<file path="src/design/scsa_pkg.sv">
// Package for the size class slab allocator: widths, codes and defaults.
// No dependencies.
package scsa_pkg;
  localparam int MaxSlots   = 128;
  localparam int NumClasses = 4;
  localparam int NumChunks  = 16;

  localparam logic [1:0] ST_OK       = 2'd0;
  localparam logic [1:0] ST_NO_CLASS = 2'd1;
  localparam logic [1:0] ST_NO_CHUNK = 2'd2;

  localparam logic OP_ALLOC = 1'b0;
  localparam logic OP_FREE  = 1'b1;

  localparam logic [2:0] REG_SHIFT0 = 3'd0;
  localparam logic [2:0] REG_SHIFT1 = 3'd1;
  localparam logic [2:0] REG_SHIFT2 = 3'd2;
  localparam logic [2:0] REG_SHIFT3 = 3'd3;
  localparam logic [2:0] REG_SLOTS0 = 3'd4;
  localparam logic [2:0] REG_SLOTS1 = 3'd5;
  localparam logic [2:0] REG_SLOTS2 = 3'd6;
  localparam logic [2:0] REG_SLOTS3 = 3'd7;

  typedef struct packed {
    logic [1:0]  status;
    logic [1:0]  class_index;
    logic [3:0]  chunk_index;
    logic [30:0] slot_offset;
    logic        chunk_released;
  } result_t;
endpackage

</file>
<file path="src/design/scsa_lowfree.sv">
// Lowest clear bit finder over a slot bitmap, masked to a slot count.
// Depends on scsa_pkg for nothing but the house widths; purely combinational.
module scsa_lowfree #(
  parameter int MAX_SLOTS = scsa_pkg::MaxSlots
) (
  input  logic [MAX_SLOTS-1:0]         bitmap,
  input  logic [$clog2(MAX_SLOTS):0]   count,
  output logic                         found,
  output logic [$clog2(MAX_SLOTS)-1:0] index
);
  localparam int IW = $clog2(MAX_SLOTS);
  logic [MAX_SLOTS-1:0] freev;

  always_comb begin
    for (int i = 0; i < MAX_SLOTS; i++) begin
      freev[i] = !bitmap[i] && ((IW+1)'(i) < count);
    end
    found = |freev;
    index = '0;
    for (int i = MAX_SLOTS - 1; i >= 0; i--) begin
      if (freev[i]) begin
        index = IW'(i);
      end
    end
  end
endmodule

</file>
<file path="config.mk">
export PLATFORM = sky130hd
export DESIGN_NAME = scsa_lowfree
export DESIGN_NICKNAME = d
export VERILOG_FILES = /design/src/design/scsa_pkg.sv /design/src/design/scsa_lowfree.sv
export SDC_FILE = /design/constraint.sdc
export NUM_CORES = 1
export LEC_CHECK = 0
export BUFFER_PORTS_ARGS = -buffer_cell sky130_fd_sc_hd__buf_2
export CAP_MARGIN = 20
export CORE_ASPECT_RATIO = 2
export CORE_MARGIN = 2
export CORE_UTILIZATION = 25
export DETAILED_ROUTE_END_ITERATION = 10
export SLEW_MARGIN = 20
export SYNTH_ARGS = -nofsm -noshare
export SYNTH_HDL_FRONTEND = slang
export SYNTH_SLANG_ARGS = --single-unit
</file>
<file path="constraint.sdc">
create_clock -name vclk -period 6.67
set_input_delay 0.667 -clock vclk [all_inputs]
set_output_delay 0.667 -clock vclk [all_outputs]
set_load 0.01 [all_outputs]
</file>
======== Yosys cells after proc, flatten, opt, wreduce, memory -nomap -nowiden ========
Index checks and enable logic that the tools add are counted.
Widths: inputs -> output; s select.
operators by class
  add/sub/neg operators ................... 0
  mux-type cells .......................... 128
  reductions and logical operators ........ 257
  order comparisons ....................... 128
  bitwise logic cells ..................... 0
  equality and inequality tests ........... 0
  shift operators ......................... 0
  div/mod/pow operators ................... 0
  multipliers ............................. 0
operators by type and width
  cell                count
  $mux 7              128
  $lt 7x8->1 const A  64
  $lt 6x8->1 const A  32
  $logic_and 1x1->1   128
  $logic_not 1->1     128
  $lt 5x8->1 const A  16
  $reduce_or 128->1   1
  $lt 4x8->1 const A  8
  $lt 3x8->1 const A  4
  $lt 1x8->1 const A  2
  $lt 2x8->1 const A  2
word-level totals
  output and inout bits ................... 8
  latch bits .............................. 0
  ROM bits ................................ 0
  word-level logic and storage cells ...... 513
  flip-flop bits (word level) ............. 0
  RAM bits ................................ 0
  input bits .............................. 136
  memories ................................ 0

======== Longest topological paths before layout ========
  word-level depth ........................ 130
  depth in mapped cells ................... 13
  mapped depth without buffers ............ 9

======== Least setup slack after synthesis ========
No wires, ideal clock.
  path type ............................... input to output
  start ................................... in count[7]
  end ..................................... out index[2]
  setup slack ............................. 3.170 ns
  arrival time ............................ 2.833 ns
  buffers on the path ..................... 3
  data required time ...................... 6.003 ns
  stages on the path ...................... 11
  cells stage by stage .................... buf_4 -> buf_2 -> and4bb_2 -> buf_2 -> a21oi_1 -> o21ai_0 -> nand2_1 -> a2111oi_0 -> o21ai_0 -> and2_1 -> o31ai_1
on the way
  cells in the longest elaborated chain, start to end .. 130
  elaborated cells on any way between the ends .. 384
  classes of those cells .................. 128 x order compare; 128 x mux; 128 x reduce/logical
ends and longest elaborated chain
  what                   RTL line            source
  start: declaration     scsa_lowfree.sv:7   input logic [$clog2(MAX_SLOTS):0] count,
  $lt 7x8->1             scsa_lowfree.sv:16  freev[i] = !bitmap[i] && ((IW+1)'(i) < count);
  $logic_and 1x1->1      scsa_lowfree.sv:16
  $mux 7 (127 in a row)  scsa_lowfree.sv:21  if (freev[i]) begin
  $mux 7 *               scsa_lowfree.sv:21
  end: declaration       scsa_lowfree.sv:9   output logic [$clog2(MAX_SLOTS)-1:0] index
Mark *: on every way between the ends. The rest lies on a longest branch, timed or not.

======== Final worst setup path ========
  start ................................... in count[5]
  end ..................................... out index[2]
The elaborated chain is that of the path after synthesis.

==> impl_metrics.toml <==
[timing]
fin_ws_ns = 1.89
rsz0062_at_grt = "no"
finalSetupViolCount = 0
clock.fmax_ghz = 0.209
hold_viol = 0
period_minus_slack_ns = 4.78
slew_viol_final = 0
tightest_slew_ns = 0.945
fin_crit_sh_pct = 71.6
holdWs_ns = 1.89
fin_setup_tns_ns = 0
relSlewSlack_pct = 36.7

[global_route]
grt_overflow = 0
antenna_found_initial = 0
grt_pass1_wl_um = 31200
grt_max_degree = 31
grt_pass1_vias = 5677
globalRouteTotalUtil_pct = 25.6

[placed_design]
dp_slack_ns = 2.03
place_area_mm2 = 0.00444
hpwl_um = 17500
port_buffers = 144
place.gp.congestion = 1.06

[logic_synthesis]
synth.area.mux_share_pct = 0
syn-num-nets = 748
synth.avg_cell_area_um2 = 6.02
synth_compound_gate_area_share_pct = 56.4
ys_top_cells_by_count = "a21oi_1, nor2_1, nand2_1, o21ai_0, nand3_1"
yosys.area_share.simple_pct = 35.3
postSynthCellCount = 612
synth_top_area_share_pct = 14.9
yosys_warnings = 0
ys_seq_area_share_pct = 0
synth.area.top_cells = "a21oi_1, o21ai_0, nor2_1"
yosys.area_share.adder_pct = 0
netlist_area_mm2 = 0.00369
synth.distinct_cells = 87
yosysTopAreaCell = "a21oi_1"
synthXorXnorAreaFrac_pct = 0
synth_top_family_by_area = "compound AO/OA/AOI/OAI gates"
synth_most_common_cell = "a21oi_1"

[clock_network]
postCtsHoldBufs = 0
cts.repair.resized = 0
post_cts_buffers = 0

[setup_path]
critPathMaxFanout = 22
path_class = "in2out"
cpPeakStageDelay_ns = 0.76
startpoint_type = "input port"
end_kind = "output pin"
slowest_stage = "nor4b_4"
critPathArrivalTime_ns = 4.11
required_ns = 6.00
crit_chain = "buf_2, nor4b_4, a21oi_1, or2_1, o31ai_1, nand2b_1, nand3_1, a21oi_1, o2111ai_1, o31ai_1, buf_2"

[detailed_routing]
dr.pass1.iters = 6
drc = 0
drt_iter0_drc = 599
via_count = 5675
ant_nets = 0
wl_per_cell_um = 23.4
finalWirelength_um = 21400
vias_per_cell = 6.20

[power_and_ir_drop]
ir_drop_uv = 30.3
p_total_mw = 0.299
p_per_area_mw_per_mm2 = 67.3
p_leak_nw = 1.69

[die]
die-area_mm2 = 0.0158
rows = 62
start_util_pct = 25.6
die_x_um = 89.9
coreArea_mm2 = 0.0144
die_y_um = 176
ios = 144

[finish]
fin_area_mm2 = 0.00445
n_sequential_cell = 0
antenna_cells = 0
fin_nets = 861
drive_gt1_share_pct = 25.2
seqCellArea_um2 = 0
syn2layout_area_growth_pct = 20.6
clock_buffers = 0

[min_path]
hold_path_class = "in2out"
holdPathStages = 6

[run_status]
status = "finished, final reports clean"

[run]
max_cap_violations = 0
## layout make-up
class | count | area, um^2
fillers | 1715 | 9980
multi-input cells | 558 | 3390
repair buffers | 149 | 758
well taps | 192 | 240
inverters | 16 | 60.1
## critical path, delay by kind of cell
kind                   cells  cell delay (ns)
AO/OA/AOI/OAI              5             1.55
buffers and inverters      2             0.56
AND/OR/NAND/NOR            4             1.32
## placed cells by master, fill, tap and decap left out, drive strengths merged, types with 4 or more instances in the layout
| master | instances |
|---|---|
| a21oi | 115 |
| inv | 16 |
| nor2 | 64 |
| o21a | 7 |
| nand2b | 9 |
| o2111ai | 8 |
| o22ai | 10 |
| o21ai | 73 |
| or2 | 7 |
| nand2 | 57 |
| buf | 149 |
| a211oi | 13 |
| a211o | 6 |
| nand4 | 5 |
| o41ai | 4 |
| a21boi | 5 |
| and2 | 12 |
| nor3 | 21 |
| nor2b | 8 |
| a2111o | 4 |
| a31oi | 11 |
| o31ai | 7 |
| nand3b | 4 |
| a2111oi | 5 |
| or3 | 6 |
| nand3 | 20 |
| a21o | 9 |
| a221oi | 5 |
| and3 | 4 |
| o211ai | 7 |
| nor4 | 6 |
## kinds of logic after synthesis
family	after synthesis
AO/OA/AOI/OAI	317
AND/OR/NAND/NOR	241
buffers and inverters	54
## final timing paths
kind	from	end	slack (ns)
hold / removal	bitmap[7]	index[4]	1.89
setup / recovery	count[5]	index[2]	1.89
## metrics by stage
stage,util [%],instances
after CTS,30.8,914
after global routing,30.8,915
final,30.8,915
after detailed placement,30.8,914
after global placement,30.8,914
after floorplan,-,612
## metal layers
layer  part of all wire [%]  track usage, %  up-vias  routed length (um)
met2                     50            47.8      371               10700
met5                      0               0        -                   0
met1                     33            24.5     2574                7020
met4                     11            21.9        0                2320
met3                    6.6            3.05      123                1420
li1                       -               -     2607                   -
## report_power, final
part           switching (mW)  internal (mW)  leakage (nW)
logic                   0.197          0.102          1.69
clock network               0              0             0
registers                   0              0             0
total                   0.197          0.102          1.69
No activity file was read; power rests on OpenSTA's default activity.
